[src/rtl/mwlg_pkg.sv]
package mwlg_pkg;

  // word buffer and score sizing
  localparam int unsigned MAX_WORD_BYTES = 8;
  localparam int unsigned SCORE_WIDTH    = 16;
  localparam int unsigned WORD_W         = 8 * MAX_WORD_BYTES;
  localparam int unsigned LEN_W          = $clog2(MAX_WORD_BYTES + 1);

  localparam int unsigned N_GERMAN  = 66;
  localparam int unsigned N_ENGLISH = 71;

  // resolved / requested language codes
  typedef enum logic [1:0] {
    LANG_AUTO  = 2'd0,
    LANG_DE    = 2'd1,
    LANG_EN    = 2'd2,
    LANG_OTHER = 2'd3
  } lang_e;

  // marker hits for one finished word
  typedef struct packed {
    logic german;
    logic english;
  } hit_t;

  // words are packed with the first byte most significant, zero filled above
  localparam logic [WORD_W-1:0] GERMAN_MARKS [N_GERMAN] = '{
    WORD_W'("aber"), WORD_W'("auch"), WORD_W'("auf"), WORD_W'("aus"),
    WORD_W'("bei"), WORD_W'("bin"), WORD_W'("bis"), WORD_W'("das"),
    WORD_W'("dass"), WORD_W'("dem"), WORD_W'("den"), WORD_W'("der"),
    WORD_W'("des"), WORD_W'("die"), WORD_W'("dies"), WORD_W'("doch"),
    WORD_W'("du"), WORD_W'("ein"), WORD_W'("eine"), WORD_W'("einen"),
    WORD_W'("einer"), WORD_W'("er"), WORD_W'("erstens"), WORD_W'("es"),
    WORD_W'({8'h66, 8'hC3, 8'hBC, 8'h72}), WORD_W'("gut"), WORD_W'("haben"),
    WORD_W'("hat"), WORD_W'("heute"), WORD_W'("hier"), WORD_W'("ich"),
    WORD_W'("im"), WORD_W'("in"), WORD_W'("ist"), WORD_W'("kann"),
    WORD_W'("kein"), WORD_W'("keine"), WORD_W'("man"), WORD_W'("mein"),
    WORD_W'("mit"),
    WORD_W'({8'h6D, 8'hC3, 8'hB6, 8'h63, 8'h68, 8'h74, 8'h65}),
    WORD_W'("nicht"), WORD_W'("noch"), WORD_W'("oder"), WORD_W'("schon"),
    WORD_W'("sehr"), WORD_W'("sie"), WORD_W'("sind"), WORD_W'("sondern"),
    WORD_W'({8'hC3, 8'hBC, 8'h62, 8'h65, 8'h72}),
    WORD_W'("und"), WORD_W'("uns"), WORD_W'("von"), WORD_W'("vor"),
    WORD_W'("war"), WORD_W'("was"), WORD_W'("wenn"), WORD_W'("werden"),
    WORD_W'("wie"), WORD_W'("wir"), WORD_W'("wird"),
    WORD_W'({8'h77, 8'hC3, 8'hBC, 8'h72, 8'h64, 8'h65}),
    WORD_W'("zu"), WORD_W'("zum"), WORD_W'("zur"), WORD_W'("zweitens")
  };

  localparam logic [WORD_W-1:0] ENGLISH_MARKS [N_ENGLISH] = '{
    WORD_W'("a"), WORD_W'("also"), WORD_W'("an"), WORD_W'("and"),
    WORD_W'("are"), WORD_W'("as"), WORD_W'("at"), WORD_W'("be"),
    WORD_W'("being"), WORD_W'("but"), WORD_W'("by"), WORD_W'("can"),
    WORD_W'("do"), WORD_W'("does"), WORD_W'("exactly"), WORD_W'("first"),
    WORD_W'("for"), WORD_W'("fourth"), WORD_W'("from"), WORD_W'("good"),
    WORD_W'("had"), WORD_W'("has"), WORD_W'("have"), WORD_W'("he"),
    WORD_W'("hello"), WORD_W'("her"), WORD_W'("here"), WORD_W'("his"),
    WORD_W'("how"), WORD_W'("i"), WORD_W'("if"), WORD_W'("in"),
    WORD_W'("is"), WORD_W'("it"), WORD_W'("like"), WORD_W'("me"),
    WORD_W'("my"), WORD_W'("new"), WORD_W'("not"), WORD_W'("of"),
    WORD_W'("on"), WORD_W'("or"), WORD_W'("our"), WORD_W'("second"),
    WORD_W'("she"), WORD_W'("so"), WORD_W'("that"), WORD_W'("the"),
    WORD_W'("their"), WORD_W'("them"), WORD_W'("then"), WORD_W'("they"),
    WORD_W'("third"), WORD_W'("this"), WORD_W'("to"), WORD_W'("today"),
    WORD_W'("tomorrow"), WORD_W'("want"), WORD_W'("was"), WORD_W'("we"),
    WORD_W'("well"), WORD_W'("what"), WORD_W'("when"), WORD_W'("where"),
    WORD_W'("which"), WORD_W'("will"), WORD_W'("with"), WORD_W'("world"),
    WORD_W'("would"), WORD_W'("you"), WORD_W'("your")
  };

endpackage

[src/rtl/mwlg_match.sv]
module mwlg_match
  import mwlg_pkg::*;
(
  input  logic [WORD_W-1:0] word_i,
  input  logic              overlong_i,
  output hit_t              hit_o
);

  logic [N_GERMAN-1:0]  ger_eq;
  logic [N_ENGLISH-1:0] eng_eq;

  // parallel compare against both marker lists
  always_comb begin
    for (int i = 0; i < N_GERMAN; i++) begin
      ger_eq[i] = (word_i == GERMAN_MARKS[i]);
    end
    for (int i = 0; i < N_ENGLISH; i++) begin
      eng_eq[i] = (word_i == ENGLISH_MARKS[i]);
    end
  end

  // an overlong word never matches
  assign hit_o.german  = |ger_eq && !overlong_i;
  assign hit_o.english = |eng_eq && !overlong_i;

endmodule

[src/rtl/marker_word_language_guard_core.sv]
// channel | direction | handshake                   | payload
// input   | in        | in_valid_i / in_stall_o     | text_byte_i, has_byte_i,
//         |           |                             | end_of_text_i, is_output_text_i
// result  | out       | out_valid_o / out_stall_i   | german_score_o, english_score_o,
//         |           |                             | language_o, preserves_o,
//         |           |                             | was_output_pass_o
// config  | in        | cfg_we_i                    | cfg_wdata_i
//
// one item per cycle unless the result side stalls; an item is held in the input
// register, then the word match and score update run combinationally into the result register
// a result is registered when its end-of-text item leaves the input register
// reset clears the word buffer, scores, resolved language and register
// a stalled result holds the input register, which stalls the input side
module marker_word_language_guard_core
  import mwlg_pkg::*;
(
  input  logic                   clk_i,
  input  logic                   rst_ni,
  input  logic                   cfg_we_i,
  input  logic [1:0]             cfg_wdata_i,
  input  logic                   in_valid_i,
  output logic                   in_stall_o,
  input  logic [7:0]             text_byte_i,
  input  logic                   has_byte_i,
  input  logic                   end_of_text_i,
  input  logic                   is_output_text_i,
  output logic                   out_valid_o,
  input  logic                   out_stall_i,
  output logic [SCORE_WIDTH-1:0] german_score_o,
  output logic [SCORE_WIDTH-1:0] english_score_o,
  output logic [1:0]             language_o,
  output logic                   preserves_o,
  output logic                   was_output_pass_o
);

  localparam int unsigned CW = SCORE_WIDTH + 2;

  lang_e                  req_q;
  lang_e                  res_q, res_d;
  logic                   in_valid_q;
  logic [7:0]             byte_q;
  logic                   has_q, eot_q, isout_q;
  logic [WORD_W-1:0]      word_q, word_d, word_n;
  logic [LEN_W-1:0]       len_q, len_d, len_n;
  logic                   ovl_q, ovl_d, ovl_n;
  logic [SCORE_WIDTH-1:0] ger_q, ger_d, ger_n;
  logic [SCORE_WIDTH-1:0] eng_q, eng_d, eng_n;
  logic                   out_valid_q;
  logic [SCORE_WIDTH-1:0] out_ger_q, out_eng_q;
  lang_e                  out_lang_q, out_lang_d;
  logic                   out_pres_q, out_pres_d, out_wop_q;
  logic                   adv, proc, accept, is_wb, finish;
  logic [7:0]             low_b;
  logic [CW-1:0]          g_x, e_x;
  hit_t                   hit;

  // handshake
  assign adv        = !out_valid_q || !out_stall_i;
  assign proc       = in_valid_q && adv;
  assign in_stall_o = in_valid_q && !adv;
  assign accept     = in_valid_i && !in_stall_o;

  // config register
  always_ff @(posedge clk_i or negedge rst_ni) begin
    if (!rst_ni) begin
      req_q <= LANG_AUTO;
    end else if (cfg_we_i) begin
      req_q <= lang_e'(cfg_wdata_i);
    end
  end

  // input register
  always_ff @(posedge clk_i or negedge rst_ni) begin
    if (!rst_ni) begin
      in_valid_q <= 1'b0;
    end else if (accept) begin
      in_valid_q <= 1'b1;
    end else if (proc) begin
      in_valid_q <= 1'b0;
    end
  end

  always_ff @(posedge clk_i) begin
    if (accept) begin
      byte_q  <= text_byte_i;
      has_q   <= has_byte_i;
      eot_q   <= end_of_text_i;
      isout_q <= is_output_text_i;
    end
  end

  // byte class and lowercase
  always_comb begin
    is_wb = (byte_q inside {[8'h30:8'h39], [8'h41:8'h5A], [8'h61:8'h7A], [8'h80:8'hFF]})
            || (byte_q == 8'h27);
    low_b = (byte_q inside {[8'h41:8'h5A]}) ? byte_q + 8'd32 : byte_q;
  end

  // word buffer with the new byte shifted in
  always_comb begin
    word_n = word_q;
    len_n  = len_q;
    ovl_n  = ovl_q;
    if (has_q && is_wb) begin
      if (len_q < LEN_W'(MAX_WORD_BYTES)) begin
        word_n = {word_q[WORD_W-9:0], low_b};
        len_n  = len_q + LEN_W'(1);
      end else begin
        ovl_n = 1'b1;
      end
    end
    finish = (has_q && !is_wb) || eot_q;
  end

  mwlg_match u_match (
    .word_i     (word_n),
    .overlong_i (ovl_n),
    .hit_o      (hit)
  );

  // saturating score update
  always_comb begin
    ger_n = ger_q;
    eng_n = eng_q;
    if (finish && len_n != '0) begin
      if (hit.german && ger_q != '1) begin
        ger_n = ger_q + SCORE_WIDTH'(1);
      end
      if (hit.english && eng_q != '1) begin
        eng_n = eng_q + SCORE_WIDTH'(1);
      end
    end
    g_x = CW'(ger_n);
    e_x = CW'(eng_n);
  end

  // language resolution and output check
  always_comb begin
    res_d      = res_q;
    out_pres_d = 1'b1;
    if (!isout_q) begin
      if (req_q != LANG_AUTO) begin
        res_d = req_q;
      end else if (g_x >= CW'(3) && g_x >= {e_x[CW-2:0], 1'b0} + CW'(1)) begin
        res_d = LANG_DE;
      end else if (e_x >= CW'(3) && e_x >= {g_x[CW-2:0], 1'b0} + CW'(1)) begin
        res_d = LANG_EN;
      end else begin
        res_d = LANG_AUTO;
      end
    end else begin
      case (res_q)
        LANG_DE: begin
          out_pres_d = !(e_x >= CW'(4) && e_x >= {g_x[CW-2:0], 1'b0} + CW'(2));
        end
        LANG_EN: begin
          out_pres_d = !(g_x >= CW'(4) && g_x >= {e_x[CW-2:0], 1'b0} + CW'(2));
        end
        default: begin
          out_pres_d = 1'b1;
        end
      endcase
    end
    out_lang_d = res_d;
  end

  // next word and score state
  always_comb begin
    word_d = finish ? '0 : word_n;
    len_d  = finish ? '0 : len_n;
    ovl_d  = finish ? 1'b0 : ovl_n;
    ger_d  = eot_q ? '0 : ger_n;
    eng_d  = eot_q ? '0 : eng_n;
  end

  // processing state
  always_ff @(posedge clk_i or negedge rst_ni) begin
    if (!rst_ni) begin
      word_q <= '0;
      len_q  <= '0;
      ovl_q  <= 1'b0;
      ger_q  <= '0;
      eng_q  <= '0;
      res_q  <= LANG_AUTO;
    end else if (proc) begin
      word_q <= word_d;
      len_q  <= len_d;
      ovl_q  <= ovl_d;
      ger_q  <= ger_d;
      eng_q  <= eng_d;
      if (eot_q) begin
        res_q <= res_d;
      end
    end
  end

  // result register
  always_ff @(posedge clk_i or negedge rst_ni) begin
    if (!rst_ni) begin
      out_valid_q <= 1'b0;
    end else if (proc && eot_q) begin
      out_valid_q <= 1'b1;
    end else if (!out_stall_i) begin
      out_valid_q <= 1'b0;
    end
  end

  always_ff @(posedge clk_i) begin
    if (proc && eot_q) begin
      out_ger_q  <= ger_n;
      out_eng_q  <= eng_n;
      out_lang_q <= out_lang_d;
      out_pres_q <= out_pres_d;
      out_wop_q  <= isout_q;
    end
  end

  assign out_valid_o       = out_valid_q;
  assign german_score_o    = out_ger_q;
  assign english_score_o   = out_eng_q;
  assign language_o        = out_lang_q;
  assign preserves_o       = out_pres_q;
  assign was_output_pass_o = out_wop_q;

  // a new result only follows a processed end-of-text item
  a_res_src: assert property (@(posedge clk_i) disable iff (!rst_ni)
    $rose(out_valid_q) |-> $past(proc && eot_q))
    else $error("result without end-of-text item");

  // scores clear after a text closes
  a_clear: assert property (@(posedge clk_i) disable iff (!rst_ni)
    (proc && eot_q) |=> (ger_q == '0 && eng_q == '0 && len_q == '0))
    else $error("scores not cleared after text end");

  // overlong flag only on a full buffer
  a_ovl: assert property (@(posedge clk_i) disable iff (!rst_ni)
    ovl_q |-> (len_q == LEN_W'(MAX_WORD_BYTES)))
    else $error("overlong flag with partial word");

  // a source-pass result always reports preserved
  a_pres: assert property (@(posedge clk_i) disable iff (!rst_ni)
    (out_valid_q && !out_wop_q) |-> out_pres_q)
    else $error("source pass result not preserved");

endmodule
[config.mk]
export PLATFORM = sky130hd
export DESIGN_NAME = marker_word_language_guard_core
export DESIGN_NICKNAME = d
export VERILOG_FILES = /design/src/rtl/mwlg_pkg.sv /design/src/rtl/mwlg_match.sv /design/src/rtl/marker_word_language_guard_core.sv
export SDC_FILE = /design/constraint.sdc
export NUM_CORES = 1
export LEC_CHECK = 0
export ABC_AREA = 1
export BUFFER_PORTS_ARGS = -buffer_cell sky130_fd_sc_hd__buf_2
export CAP_MARGIN = 25
export CORE_AREA = 4 4 175 194
export CTS_BUF_LIST = sky130_fd_sc_hd__clkbuf_8
export CTS_CLUSTER_DIAMETER = 40
export DETAILED_ROUTE_END_ITERATION = 8
export DIE_AREA = 0 0 179 198
export SYNTH_ARGS = -nofsm -noshare
export SYNTH_HDL_FRONTEND = slang
export SYNTH_HIERARCHICAL = 1
export SYNTH_SLANG_ARGS = --single-unit
[constraint.sdc]
create_clock -name clk_i -period 5.75 [get_ports clk_i]
set_input_delay 1.15 -clock clk_i [delete_from_list [all_inputs] [get_ports clk_i]]
set_output_delay 1.15 -clock clk_i [all_outputs]
set_load 0.01 [all_outputs]
==> impl_metrics.ini <==
[logic_synthesis]
synth_xor_area_share_pct = 2.528
synth_edf_count = 47
synth_cells = 2228
async_flop_share_pct = 69.48
synth_seq_cells = 154
ys_types = 49
synth_top_area_share_pct = 18.85
synth_most_common_cell = nand2_1
synthMuxAreaShare_pct = 0
synth_top_area_cell = dfrtp_1
syn-mean-instance-area_um2 = 6.374
ys_top_cells_by_count = nand2_1, nor2_1, inv_1, nand3_1, dfrtp_1
yosys_warnings = 6
synth_top_family_by_area = simple AND/OR/NAND/NOR gates
synth_area_leaders = dfrtp_1, nand2_1, edfxtp_1, nor2_1, inv_1
yosys.area_share.adder_pct = 6.079
ys_seq_area_share_pct = 28.79
synth_fp_nets = 2315
syn-cell-area_um2 = 14200
synth_compound_area_share_pct = 11.61
synth_ff_type = dfrtp_1
yosys.area_share.simple_pct = 39.93

[worst_setup_path]
start_kind = register
worstPathArrival_ps = 6420
end_kind = register
critical_path_class = register to register
crit_path_max_incr_delay_ps = 470
crit_top_cell = nand2_1
crit_fanout = 8
crit_required_ps = 5960
cp_slowest_cell = edfxtp_1

[placed_design]
hpwl_um = 42330
place.gp.congestion = 1.071
dpl-instance-area_um2 = 17880
portBuffers = 55
dp_slack_ps = -724.6
dp.cells = 3050

[timing]
final_max_slew_viol_count = 0
finalClockSkew_ps = 21.19
post-route-period-util_pct = 108.1
hold-worst-slack_ps = 491.8
rsz0062_at_grt = yes
post-route-min-period_ps = 6217
hold_violations = 0
setup-tns-final_ps = -1843
tightestPinTransition_ps = 1106
setup_slack_ps = -467.3
setup_viol = 5
fmax_ghz = 0.1608
relSlewSlack_pct = 26.26

[grt]
antenna_found_initial = 0
grt_max_degree = 92
grt_pass1_wl_um = 84810
grt_pass1_vias = 16464
grt_usage_pct = 30.56
overflow = 0

[drt]
wl_um = 54000
avgRoutedWirePerCell_um = 17.15
via_per_inst = 5.212
ant_nets = 0
via_count = 16413
firstDrtPassIters = 6
first_iter_violations = 1013
drc = 0

[floorplan]
io_pins = 56
die_x_um = 179
num_rows = 69
core_um2 = 32030
dieArea_um2 = 35440
dieHeight_um = 198
start_util_pct = 44.34

[finish]
postLayoutCoreUtil_pct = 61.68
finalNonFillerCells = 3149
stdcell_area_um2 = 19760
diodes = 0
fin_nets = 2797
area_delta_synth_final_pct = 39.11
drive_above_1_share_pct = 32.06

[clock_network]
htreeDepth = 4
clock_latency_ps = 470
cts.sinks = 154
cts_root_buf = clkbuf_8
cts.clk_slew.worst_paths_ps = 90
ctsLongestPathBuffers = 2
cts_tree = built
cts_made_buffers = 17

[status]
violations = setup timing
status = complete, but fails checks

[power_and_ir_drop]
p_per_area_nw_per_um2 = 223.6
design_power_total_mw = 4.417
p_leak_nw = 9.602
peakVddDrop_mv = 0.1431

[run]
maxCapViolations = 0

[worst_hold_path]
hold_path_class = register to register
worst paths after layout:
path,start,end,slack [ps],cells past startpoint
worst max-delay path,byte_q[5],preserves_o,-470,54
worst min-delay path,word_q[63],word_q[63],490,2
worst max register to register,byte_q[5],preserves_o,-470,54
worst min register to register,word_q[63],word_q[63],490,2
max in group asynchronous,rst_ni,word_q[27],3810,2
min in group asynchronous,rst_ni,word_q[10],720,1
power by group:
part / switching, mW / leakage (nW) / internal (mW) / total (mW)
registers: 0.0674 / 1.92 / 1.24 / 1.31
clock network: 0.449 / 0.218 / 0.474 / 0.922
logic: 1.28 / 7.47 / 0.905 / 2.19
flip-flops by register name, summed over array words and instances (netlist names):
register           cells
eot_q                  1
german_score_o        16
ovl_q                  1
req_q                  2
preserves_o            1
out_valid_o            1
has_q                  1
was_output_pass_o      1
isout_q                1
english_score_o       16
byte_q                 8
len_q                  4
in_valid_q             1
word_q                64
ger_q                 16
language_o             2
res_q                  2
eng_q                 16
repair_timing:
item	4_1_cts	5_1_grt
pin swaps	57	58
hold buffers	0	0
buffers inserted	45	20
setup endpoints to repair	5	5
gates resized for setup	156	121
cloned	2	1
logic make-up (layout without fill, tap and decap cells):
family / after synthesis / in the layout
fa+ha+maj: 69 / 69
flops: 154 / 154
simple gates: 1301 / 1301
buf+inv: 397 / 892
xor+xnor: 41 / 41
compound gates: 266 / 266
cell type report:
class,instances,area [um2]
Clock buffer,17,234.0
Clock inverter,15,195.2
Fill cell,2984,12270
Inverter,348,1328
Multi-Input combinational cell,1677,9380
Sequential cell,154,4089
Tap cell,426,533.0
Timing Repair Buffer,512,3998
worst max-delay path: cells and delay by family (launching register included):
| family | cells | cell delay [ps] |
|---|---|---|
| AND/OR/NAND/NOR | 32 | 2580 |
| buffers and inverters | 11 | 1130 |
| AO/OA/AOI/OAI | 7 | 850 |
| adder cells (fa/ha/maj) | 3 | 710 |
| flip-flops | 1 | 470 |
| XOR/XNOR | 1 | 170 |
layer usage:
metal	global-route usage, %	vias up	share of wire, %
li1	-	8060	-
met1	34.00	7634	39
met2	54.37	530	49
met3	3.914	189	4.4
met4	19.93	0	7.7
met5	0	-	0
placed cells by master (no fill, tap or decap), types with 7 or more instances in the layout:
| cell type | count |
|---|---|
| nand4_1 | 35 |
| nand2_2 | 73 |
| ha_4 | 7 |
| o22ai_1 | 84 |
| buf_2 | 54 |
| nand3_2 | 19 |
| nand2_1 | 584 |
| inv_2 | 53 |
| buf_6 | 13 |
| o21a_1 | 61 |
| nor3_1 | 15 |
| clkbuf_8 | 17 |
| ha_1 | 61 |
| o21ai_1 | 13 |
| xor2_1 | 40 |
| nor4_1 | 8 |
| nor2_1 | 292 |
| nor2_4 | 45 |
| buf_4 | 428 |
| nor3_2 | 12 |
| o21ai_0 | 44 |
| nand3_1 | 120 |
| nor2_2 | 65 |
| a21oi_1 | 33 |
| inv_1 | 289 |
| buf_12 | 12 |
| edfxtp_1 | 47 |
| nand2_4 | 17 |
| dfrtp_1 | 107 |
Power figures use the tool's default switching activity.
